--- config.mk ---
export PLATFORM = sky130hd
export DESIGN_NAME = srbb_blend
export DESIGN_NICKNAME = d
export VERILOG_FILES = /design/src/sv/assert_macros.svh /design/src/sv/srbb_pkg.sv /design/src/sv/srbb_blend.sv
export SDC_FILE = /design/constraint.sdc
export NUM_CORES = 1
export LEC_CHECK = 0
export ABC_AREA = 1
export BUFFER_PORTS_ARGS = -buffer_cell sky130_fd_sc_hd__buf_2
export CAP_MARGIN = 0
export CELL_PAD_IN_SITES_DETAIL_PLACEMENT = 2
export CELL_PAD_IN_SITES_GLOBAL_PLACEMENT = 2
export CORE_ASPECT_RATIO = 1.2
export CORE_MARGIN = 2
export CORE_UTILIZATION = 27
export CTS_CLUSTER_SIZE = 24
export DETAILED_ROUTE_END_ITERATION = 8
export GPL_TIMING_DRIVEN = 0
export PLACE_DENSITY = 0.87
export SLEW_MARGIN = 40
export SYNTH_ARGS = -nofsm -noshare
export SYNTH_HDL_FRONTEND = slang
export SYNTH_SLANG_ARGS = --single-unit
--- constraint.sdc ---
create_clock -name clk -period 2.3 [get_ports clk]
set_input_delay 0.345 -clock clk [delete_from_list [all_inputs] [get_ports clk]]
set_output_delay 0.345 -clock clk [all_outputs]
set_load 0.1 [all_outputs]
--- src/sv/assert_macros.svh ---
// Assertion macros shared by the brush blend RTL.
// Depends on nothing; the including module must have clk and rst_n in scope.
`ifndef ASSERT_MACROS_SVH
`define ASSERT_MACROS_SVH

// Same-cycle implication, disabled while reset is active.
`define ASSERT_IMPLIES(lbl, ante, cons, msg) \
    lbl: assert property (@(posedge clk) disable iff (!rst_n) (ante) |-> (cons)) \
        else $error(msg);

// Next-cycle implication, disabled while reset is active.
`define ASSERT_NEXT(lbl, ante, cons, msg) \
    lbl: assert property (@(posedge clk) disable iff (!rst_n) (ante) |=> (cons)) \
        else $error(msg);

`endif

--- src/sv/srbb_pkg.sv ---
// Package of the soft round brush blend: widths, register codes, types and
// the Q1.30 multiply helper. Depends on nothing.
`default_nettype none

package srbb_pkg;

    // Field and register widths.
    localparam int COORD_W   = 12;
    localparam int RAD_W     = 10;
    localparam int CX_W      = 14;
    localparam int COL_W     = 8;
    localparam int HARD_W    = 16;
    localparam int CFG_W     = 16;
    localparam int CFG_IDX_W = 3;

    localparam logic [HARD_W-1:0] HARD_RESET = HARD_W'(4096);

    // Geometry.
    localparam int DX_W  = ((COORD_W > CX_W) ? COORD_W : CX_W) + 2;
    localparam int DSQ_W = 2 * DX_W;
    localparam int DIST_W = DSQ_W + 1;
    localparam int RSQ_W = 2 * RAD_W;

    // Square root unit: one result bit per stage.
    localparam int SQ_RAD_W   = 62;
    localparam int SQ_ROOT_W  = 31;
    localparam int SQ_REM_W   = 35;
    localparam int SQ_STEPS   = SQ_ROOT_W;
    localparam int DIST_SHIFT = 32;

    // Distance in Q.16 and the divider.
    localparam int S_W       = RAD_W + 16;
    localparam int DIV_STEPS = S_W;

    // Q1.30 power evaluation.
    localparam int Q_W            = 31;
    localparam int Q30_SHIFT      = 30;
    localparam int ROOT_LEVELS    = 12;
    localparam int SQ_LEVELS      = 4;
    localparam int HARD_ROOT_BITS = 12;
    localparam int POW_STAGES     = (SQ_LEVELS - 1) + HARD_W;
    localparam logic [Q_W-1:0] Q30_ONE = Q_W'(1) << Q30_SHIFT;

    // Alpha in Q0.16 with one extra bit for 1.0.
    localparam int ALPHA_W = 17;
    localparam int ALPHA_SHIFT = Q30_SHIFT - 16;
    localparam logic [ALPHA_W-1:0] ALPHA_ONE = ALPHA_W'(65536);

    // Stream widths.
    localparam int IN_DATA_W  = ((2 * COORD_W + 3 * COL_W + 7) / 8) * 8;
    localparam int OUT_DATA_W = 3 * COL_W;

    typedef enum logic [CFG_IDX_W-1:0] {
        CFG_CENTRE_X = 3'd0,
        CFG_CENTRE_Y = 3'd1,
        CFG_RADIUS   = 3'd2,
        CFG_RED      = 3'd3,
        CFG_GREEN    = 3'd4,
        CFG_BLUE     = 3'd5,
        CFG_HARDNESS = 3'd6
    } cfg_idx_e;

    typedef struct packed {
        logic signed [CX_W-1:0] centre_x;
        logic signed [CX_W-1:0] centre_y;
        logic [RAD_W-1:0]       radius;
        logic [COL_W-1:0]       red;
        logic [COL_W-1:0]       green;
        logic [COL_W-1:0]       blue;
        logic [HARD_W-1:0]      hardness;
    } cfg_t;

    // Everything an item carries down the pipeline.
    typedef struct packed {
        logic [COL_W-1:0]                 old_red;
        logic [COL_W-1:0]                 old_green;
        logic [COL_W-1:0]                 old_blue;
        logic                             in_disc;
        logic [ROOT_LEVELS:0][Q_W-1:0]    roots;
        logic [SQ_LEVELS-1:0][Q_W-1:0]    sq;
        logic [Q_W-1:0]                   acc;
    } item_t;

    // Q1.30 product, truncated.
    function automatic logic [Q_W-1:0] q30_mul(input logic [Q_W-1:0] a,
                                               input logic [Q_W-1:0] b);
        logic [2*Q_W-1:0] p;
        p = a * b;
        return p[Q30_SHIFT+Q_W-1:Q30_SHIFT];
    endfunction

endpackage

`default_nettype wire

--- src/sv/srbb_blend.sv ---
// Two-stage colour blend: alpha times colour difference, then add, truncate
// and clamp. The second stage is the block's output register. Depends on srbb_pkg.
`default_nettype none

module srbb_blend (
    input  logic                          clk,
    input  logic                          rst_n,
    input  logic                          en,
    input  srbb_pkg::cfg_t                cfg,
    input  logic                          in_valid,
    input  srbb_pkg::item_t               in_item,
    output logic                          out_valid,
    output logic [srbb_pkg::COL_W-1:0]    out_red,
    output logic [srbb_pkg::COL_W-1:0]    out_green,
    output logic [srbb_pkg::COL_W-1:0]    out_blue,
    output logic                          out_inside
);

    logic [srbb_pkg::ALPHA_W-1:0]          alpha_raw;
    logic [srbb_pkg::ALPHA_W-1:0]          alpha;
    logic [2:0][srbb_pkg::COL_W-1:0]       old_col;
    logic [2:0][srbb_pkg::COL_W-1:0]       brush_col;

    logic                                  s1_vld_reg;
    logic                                  s1_inside_reg;
    logic [2:0][srbb_pkg::COL_W-1:0]       s1_old_reg;
    logic signed [26:0]                    s1_prod_reg [3];

    logic                                  s2_vld_reg;
    logic                                  s2_inside_reg;
    logic [2:0][srbb_pkg::COL_W-1:0]       s2_col_reg;

    assign alpha_raw = in_item.acc[srbb_pkg::Q_W-1:srbb_pkg::ALPHA_SHIFT];
    assign old_col   = {in_item.old_blue, in_item.old_green, in_item.old_red};
    assign brush_col = {cfg.blue, cfg.green, cfg.red};

    // Outside pixels blend with alpha zero and so keep their colour.
    always_comb
    begin
        if (!in_item.in_disc)
        begin
            alpha = '0;
        end
        else if ((cfg.radius == '0) || (alpha_raw > srbb_pkg::ALPHA_ONE))
        begin
            alpha = srbb_pkg::ALPHA_ONE;
        end
        else
        begin
            alpha = alpha_raw;
        end
    end

    always_ff @(posedge clk or negedge rst_n)
    begin
        if (!rst_n)
        begin
            s1_vld_reg <= 1'b0;
            s2_vld_reg <= 1'b0;
        end
        else if (en)
        begin
            s1_vld_reg <= in_valid;
            s2_vld_reg <= s1_vld_reg;
        end
    end

    genvar c;
    for (c = 0; c < 3; c++)
    begin : g_chan
        logic signed [8:0]  diff;
        logic signed [17:0] alpha_s;
        logic signed [26:0] sum;

        assign diff    = $signed({1'b0, brush_col[c]}) - $signed({1'b0, old_col[c]});
        assign alpha_s = $signed({1'b0, alpha});
        assign sum     = $signed({3'b000, s1_old_reg[c], 16'h0000}) + s1_prod_reg[c];

        always_ff @(posedge clk)
        begin
            if (en)
            begin
                s1_prod_reg[c] <= alpha_s * diff;
                if (sum[26])
                begin
                    s2_col_reg[c] <= '0;
                end
                else if (sum[25:24] != 2'b00)
                begin
                    s2_col_reg[c] <= '1;
                end
                else
                begin
                    s2_col_reg[c] <= sum[23:16];
                end
            end
        end
    end

    always_ff @(posedge clk)
    begin
        if (en)
        begin
            s1_old_reg    <= old_col;
            s1_inside_reg <= in_item.in_disc;
            s2_inside_reg <= s1_inside_reg;
        end
    end

    assign out_valid  = s2_vld_reg;
    assign out_red    = s2_col_reg[0];
    assign out_green  = s2_col_reg[1];
    assign out_blue   = s2_col_reg[2];
    assign out_inside = s2_inside_reg;

endmodule

`default_nettype wire

==> flow_metrics.py, run 1 <==
metrics = {
    "outcome": {
        "status": "finished, violations left",
        "violations": "setup timing",
    },
    "timing": {
        "hold_viol": 0,
        "worst_hold_slack_ns": 0.127,
        "tightest_slew_ns": 0.884,
        "relSlewSlack_pct": 40.8,
        "fin_crit_ns": 6.55,
        "finalSetupTns_ns": -130.92,
        "drv_slew": 0,
        "fin_crit_sh_pct": 285,
        "setup_ws_ns": -4.25,
        "fmax_ghz": 0.153,
        "setup-violations-final": 57,
        "grt_setup_unrepaired": "yes",
        "finClkSkew_ns": 0.0179,
    },
    "route": {
        "viasPerCell": 5.65,
        "wl_per_cell_um": 34.2,
        "vias": 19600,
        "drt_first_pass_iters": 4,
        "ant_nets": 0,
        "drtIter0Drc": 1417,
        "finalWirelength_mm": 119,
        "drc": 0,
    },
    "clock_tree": {
        "cts_max_level": 3,
        "cts_tree": "built",
        "cts_made_buffers": 9,
        "path_clk_slew_ns": 0.08,
        "cts-root-buf": "clkbuf_16",
        "clock-sinks": 85,
        "clkLatencyLatePin_ns": 0.41,
        "clock_path_buffers": 2,
    },
    "finish": {
        "nets": 3781,
        "fin_cells": 3476,
        "most-common-layout-cells": "inv_1 (359), nand2_1 (338), fa_1 (280)",
        "largest_reg_flops": 33,
        "design_area_um2": 26400,
        "final_common_cell": "inv_1",
        "drive_above_1_share_pct": 34.4,
        "final_core_util_pct": 37.7,
        "fill_cells": 7467,
        "synthToLayoutAreaGrowth_pct": 37.9,
    },
    "yosys": {
        "synth_cell_types": 42,
        "yosys.area.top_type_share_pct": 33.6,
        "synth.avg_cell_area_um2": 8.41,
        "synth-seq-cells": 85,
        "synth_largest_area_cell": "fa_1",
        "synth_nets": 3503,
        "synth.area.top_cells": "fa_1 (34%), ha_1 (16%), edfxtp_1 (13%), nand2_1 (8.4%), inv_1 (8.0%)",
        "syn_inst": 2273,
        "yosys_warnings": 0,
        "seq_area_frac_synth_pct": 13.3,
        "synthesis.area_um2": 19100,
    },
    "setup_path": {
        "crit_path_top_delay_cell": "nor2_1",
        "cp_data_required_time_ns": 2.45,
        "cp.depth": 26,
        "critical_path_class": "input port to register",
        "crit_path_max_incr_delay_ns": 0.68,
        "critPathMaxFanout": 10,
        "r2r_slack_ns": -0.29,
        "start_kind": "input port",
        "ff2ff_path_depth": 14,
        "path_delay_family": "adder cells",
        "cp_data_arrival_time_ns": 6.70,
        "endpoint_kind": "register",
        "path_buf_inv": 4,
        "path_common_cell": "fa_1",
    },
    "place": {
        "routabilityCongestion": 0.849,
        "dp_hpwl_mm": 64.8,
        "place_ws_ns": -4.97,
        "dp_cells": 3297,
        "port_buffers": 105,
        "placed_area_um2": 21400,
    },
    "global_route": {
        "grtUsageMet3_pct": 4.97,
        "grt_pass1_wl_mm": 143,
        "use_met2_pct": 48.8,
        "groute.usage.overall_pct": 26.9,
        "antenna_found_initial": 6,
        "grt-busiest-layer": "met2",
        "gr-total-overflow": 0,
        "grt_max_degree": 52,
        "grt_pass1_vias": 22200,
        "grtUsageMet1_pct": 26.8,
    },
    "floorplan": {
        "die_h_um": 296,
        "ios": 691,
        "initial_utilization_pct": 27.4,
        "rows": 106,
        "die_area_um2": 73000,
        "dieWidth_um": 247,
        "coreArea_um2": 69900,
    },
    "power": {
        "p_leak_nw": 12.5,
        "pwr-share-seq_pct": 9.2,
        "pwr-share-clk_pct": 5.4,
        "p_per_area_nw_per_um2": 1150,
        "comb_power_share_pct": 85.4,
        "total_power_mw": 30.3,
        "irDropWorstVdd_uv": 926,
        "p_sw_share_pct": 57.6,
        "cell_internal_pwr_mw": 12.9,
        "power.switching_mw": 17.4,
    },
    "worst_hold_path": {
        "worstHoldPathCells": 1,
        "hp-class": "input port to register",
    },
    "job": {
        "max-cap-violations": 0,
    },
}
## cells in the mapped netlist, drive strengths merged
master,count
clkbuf,22
nor2,354
a221oi,2
nand4,7
clkinv,8
ha,244
a211oi,3
a21oi,124
edfxtp,83
o211a,1
and2,1
buf,32
fa,321
nor3,15
nand2,435
a31oi,3
nand3,45
o22ai,1
or2,3
o21bai,7
o21a,6
inv,409
a2111oi,1
o21ai,67
xor2,46
a21o,5
xnor2,22
nor4,4
dfrtp,2
## routing by layer
layer  up-vias  part of all wire, %
met2      1315                   48
met5         -                0.036
met1      9953                   32
met4         6                   12
li1       7591                    -
met3       764                  7.7
## power groups by stage
stage,sequential (mW),combinational [mW],clock [mW]
6_report,2.80,25.9,1.63
5_1_grt,2.85,26.7,1.67
4_1_cts,2.76,20.4,1.62
3_5_place_dp,2.77,16.3,0
3_3_place_gp,2.74,15.1,0
2_1_floorplan,3.98,10.0,0
## logic make-up (layout without fill, tap and decap cells)
family | count (synthesis) | in the layout | synth area share (%)
xor+xnor | 68 | 68 | 3.31
other cells | 0 | 2 | 0
buf+inv | 471 | 754 | 9.56
compound gates | 220 | 220 | 6.34
flops | 85 | 85 | 13.3
simple gates | 864 | 864 | 17.9
fa+ha+maj | 565 | 565 | 49.6
## final timing paths
kind                                              startpoint                           end
worst max register to register  s1_prod_reg[0][16]$_DFFE_PP_      out_red[2]$_SDFFCE_PP0P_
worst min-delay path                            in_item[572]      s1_old_reg[13]$_DFFE_PP_
max in group asynchronous                              rst_n        s1_vld_reg$_DFFE_PN0P_
worst min register to register       s1_inside_reg$_DFFE_PP_          out_inside$_DFFE_PP_
min in group asynchronous                              rst_n         out_valid$_DFFE_PN0P_
worst max-delay path                             in_item[21]  s1_prod_reg[0][23]$_DFFE_PP_
## layout make-up
class / instances / area, um^2 / share of cell area, %
Buffer: 53 / 574 / 2.18
Multi-Input combinational cell: 1717 / 18000 / 68.2
Tap cell: 918 / 1150 / 4.36
Inverter: 417 / 1710 / 6.48
Antenna cell: 2 / 5.00 / 0.0190
Timing Repair Buffer: 268 / 2120 / 8.04
Clock buffer: 12 / 256 / 0.973
Clock inverter: 4 / 31.3 / 0.119
Sequential cell: 85 / 2540 / 9.64
## repair_timing
| item | in CTS | in global routing |
|---|---|---|
| gates resized for setup | 502 | 298 |
| buffers inserted | 100 | 58 |
| hold buffers | 1 | 0 |
| gates cloned | 3 | 1 |
| endpoints found under the hold margin | 2 | 0 |
| pin swaps | 152 | 172 |
| setup endpoints to repair | 57 | 57 |
Power figures use the tool's default switching activity.
==> run 2, diff against run 1 <==
--- a/config.mk
+++ b/config.mk
@@ -5,18 +5,16 @@
 export SDC_FILE = /design/constraint.sdc
 export NUM_CORES = 1
 export LEC_CHECK = 0
-export ABC_AREA = 1
 export BUFFER_PORTS_ARGS = -buffer_cell sky130_fd_sc_hd__buf_2
 export CAP_MARGIN = 0
 export CELL_PAD_IN_SITES_DETAIL_PLACEMENT = 2
 export CELL_PAD_IN_SITES_GLOBAL_PLACEMENT = 2
-export CORE_ASPECT_RATIO = 1.2
-export CORE_MARGIN = 2
-export CORE_UTILIZATION = 27
+export CORE_AREA = 2 2 272 274
 export CTS_CLUSTER_SIZE = 24
 export DETAILED_ROUTE_END_ITERATION = 8
+export DIE_AREA = 0 0 274 276
 export GPL_TIMING_DRIVEN = 0
-export PLACE_DENSITY = 0.87
+export PLACE_DENSITY = 0.8
 export SLEW_MARGIN = 40
 export SYNTH_ARGS = -nofsm -noshare
 export SYNTH_HDL_FRONTEND = slang
==> run 2 against run 1 <==
The flow still finishes with violations (setup timing). Register-to-register slack lost 0.18 ns. Setup slack worse by 0.32 ns. Clock power increased by 9.8%. Routed wire length down 20%. Largest power group unchanged. Final area is 5.2% lower. Largest cell class unchanged. Via count shrank 15%. Clock skew grew 0.0058 ns. Maximum frequency is 4.7% lower. Power fell by 19%. Critical path type unchanged. Global-route usage fell by 4.5 points. Synthesized area decreased by 4.3%. Flip-flop and latch count unchanged.
==> flow_metrics.py, run 2 <==
metrics = {
    "timing": {
        "fin_crit_sh_pct": 299,
        "fmax_ghz": 0.145,
        "relSlewSlack_pct": 34.9,
        "worst_hold_slack_ns": 0.106,
        "hold_viol": 0,
        "setup-violations-final": 57,
        "tightest_slew_ns": 0.976,
        "fin_crit_ns": 6.88,
        "grt_setup_unrepaired": "yes",
        "drv_slew": 0,
        "finalSetupTns_ns": -152.68,
        "setup_ws_ns": -4.58,
        "finClkSkew_ns": 0.0237,
    },
    "outcome": {
        "status": "finished, violations left",
        "violations": "setup timing",
    },
    "yosys": {
        "synth_commonest_cells": "fa_1 (321), nor2_1 (297), inv_1 (266)",
        "async_flop_share_pct": 2.35,
        "synthesis.area_um2": 18300,
        "synthFlopType": "edfxtp_1",
        "syn_inst": 1894,
        "synth-seq-cells": 85,
        "synth.avg_cell_area_um2": 9.66,
        "yosys_warnings": 0,
        "synth_nets": 3124,
        "synth_largest_area_cell": "fa_1",
        "synth-edff-count": 83,
        "yosys.area.top_type_share_pct": 35.1,
        "synth.area.top_cells": "fa_1 (35%), ha_1 (17%), edfxtp_1 (14%), nor2_1 (6.1%), inv_1 (5.5%)",
        "seq_area_frac_synth_pct": 13.9,
        "synthMostInstantiatedCell": "fa_1",
        "synth_cell_types": 65,
    },
    "finish": {
        "synthToLayoutAreaGrowth_pct": 36.6,
        "largest_reg_flops": 33,
        "nets": 3395,
        "final_common_cell": "fa_1",
        "most-common-layout-cells": "fa_1 (295), nor2_1 (246), inv_1 (241)",
        "design_area_um2": 25000,
        "drive_above_1_share_pct": 34.8,
    },
    "power": {
        "p_sw_share_pct": 53.7,
        "power.switching_mw": 13.1,
        "cell_internal_pwr_mw": 11.3,
        "p_per_area_nw_per_um2": 979,
        "comb_power_share_pct": 81.3,
        "p_leak_nw": 11.7,
        "pwr-share-seq_pct": 11.4,
        "total_power_mw": 24.5,
        "irDropWorstVdd_uv": 638,
        "pwr-share-clk_pct": 7.3,
    },
    "clock_tree": {
        "path_clk_slew_ns": 0.11,
        "clkLatencyLatePin_ns": 0.43,
        "clock-sinks": 85,
        "cts_max_level": 3,
        "clock_path_buffers": 2,
        "cts_tree": "built",
        "cts_made_buffers": 9,
        "cts-root-buf": "clkbuf_16",
    },
    "setup_path": {
        "cp_data_required_time_ns": 2.50,
        "worstReg2RegStart": "s1_prod_reg[0][44]$_DFFE_PP_",
        "path_common_cell": "fa_1",
        "critPathMaxFanout": 6,
        "path_delay_family": "adder cells",
        "cp.depth": 24,
        "start_kind": "input port",
        "ff2ff_path_depth": 9,
        "startpoint": "in_item[28]",
        "reg2reg_to": "out_green[7]$_SDFFCE_PP0P_",
        "endpoint": "s1_prod_reg[0][80]$_DFFE_PP_",
        "critical_path_class": "input port to register",
        "path_buf_inv": 5,
        "r2r_slack_ns": -0.47,
        "crit_path_top_delay_cell": "fa_1",
        "cp_data_arrival_time_ns": 7.07,
        "crit_path_max_incr_delay_ns": 0.57,
        "cp_cell_sequence": "buf_8 -> or4_4 -> o41ai_4 -> buf_4 -> and2_4 -> buf_12 -> buf_12 -> buf_16 -> nand2_4 -> nor2_1 -> fa_1 -> fa_1 -> fa_1 -> fa_1 -> ha_4 -> ha_4 -> a21oi_2 -> o21ai_1 -> a31oi_1 -> nand3_2 -> a311o_2 -> a21oi_4 -> o21bai_1 -> xnor2_1",
        "endpoint_kind": "register",
    },
    "route": {
        "ant_nets": 0,
        "finalWirelength_mm": 95.6,
        "viasPerCell": 5.34,
        "drtIter0Drc": 1243,
        "vias": 16700,
        "wl_per_cell_um": 30.5,
        "drt_first_pass_iters": 5,
        "drc": 0,
    },
    "place": {
        "placed_area_um2": 20600,
        "place_ws_ns": -5.85,
        "port_buffers": 105,
        "dp_hpwl_mm": 56.0,
        "routabilityCongestion": 0.901,
    },
    "floorplan": {
        "coreArea_um2": 72600,
        "initial_utilization_pct": 25.2,
        "ios": 691,
        "die_h_um": 276,
        "dieWidth_um": 274,
        "die_area_um2": 75600,
        "rows": 99,
    },
    "global_route": {
        "groute.usage.overall_pct": 22.4,
        "grt_pass1_vias": 19300,
        "grt_pass1_wl_mm": 125,
        "grt_max_degree": 58,
        "antenna_found_initial": 6,
        "gr-total-overflow": 0,
    },
    "job": {
        "max-cap-violations": 0,
    },
    "worst_hold_path": {
        "hp-class": "input port to register",
        "hp-start": "in_item[560]",
    },
}
## run 2: worst min-delay path by stage
| stage | endpoint | slack, ns | depth (start not counted) |
|---|---|---|---|
| floorplan | out_valid$_DFFE_PN0P_ | 0.05 | 0 |
| global placement | out_valid$_DFFE_PN0P_ | 0.13 | 1 |
| detailed placement | out_valid$_DFFE_PN0P_ | 0.14 | 1 |
| CTS | s1_old_reg[23]$_DFFE_PP_ | 0.09 | 1 |
| global route | s1_old_reg[17]$_DFFE_PP_ | 0.10 | 1 |
| finish | s1_old_reg[17]$_DFFE_PP_ | 0.11 | 1 |
## run 2: what timing repair did
item	4_1_cts	5_1_grt
gates cloned	5	2
resized for setup	371	257
setup endpoints to repair	57	57
endpoints found under the hold margin	2	0
setup buffers	87	65
pin swaps	127	152
hold buffers	1	0
## run 2: per-stage QoR
stage | std cells | util, %
finish | 3131 | 34.4
global route | 3130 | 34.4
CTS | 3066 | 32.3
detailed placement | 2959 | 28.3
global placement | 2958 | 28.2
floorplan | 1894 | -
## run 2: kinds of logic after synthesis
group	count (synthesis)	synth area share [%]
AO/OA/AOI/OAI	198	7.33
XOR/XNOR	68	3.26
adder cells (fa/ha/maj)	565	51.8
flip-flops	85	13.9
multiplexers	4	0.233
buffers and inverters	335	6.90
AND/OR/NAND/NOR	639	16.5
## run 2: area by class of cell
class / instances / area, um^2
diodes: 2 / 5.00
plain buffers: 65 / 817
clock buffers: 9 / 225
clock inverters: 7 / 76.3
fillers: 7791 / 47600
inverters: 266 / 1000
multi-input cells: 1474 / 17000
flip-flops and latches: 85 / 2540
well taps: 959 / 1200
repair buffers: 264 / 2150
## run 2: routing by layer
layer	GRT usage, %	up-vias	routed length (um)
li1	-	6630	-
met1	24.9	8630	33200
met4	12.9	0	8360
met3	4.42	465	6900
met5	0	-	0
met2	39.6	991	47200
## run 2: power by group through the flow
| stage | sequential (mW) | combinational [mW] | clock [mW] |
|---|---|---|---|
| 2_1_floorplan | 3.91 | 8.30 | 0 |
| 4_1_cts | 2.77 | 16.1 | 1.77 |
| 5_1_grt | 2.84 | 21.0 | 1.81 |
| 3_3_place_gp | 2.77 | 12.5 | 0 |
| 6_report | 2.80 | 19.9 | 1.79 |
| 3_5_place_dp | 2.80 | 13.4 | 0 |
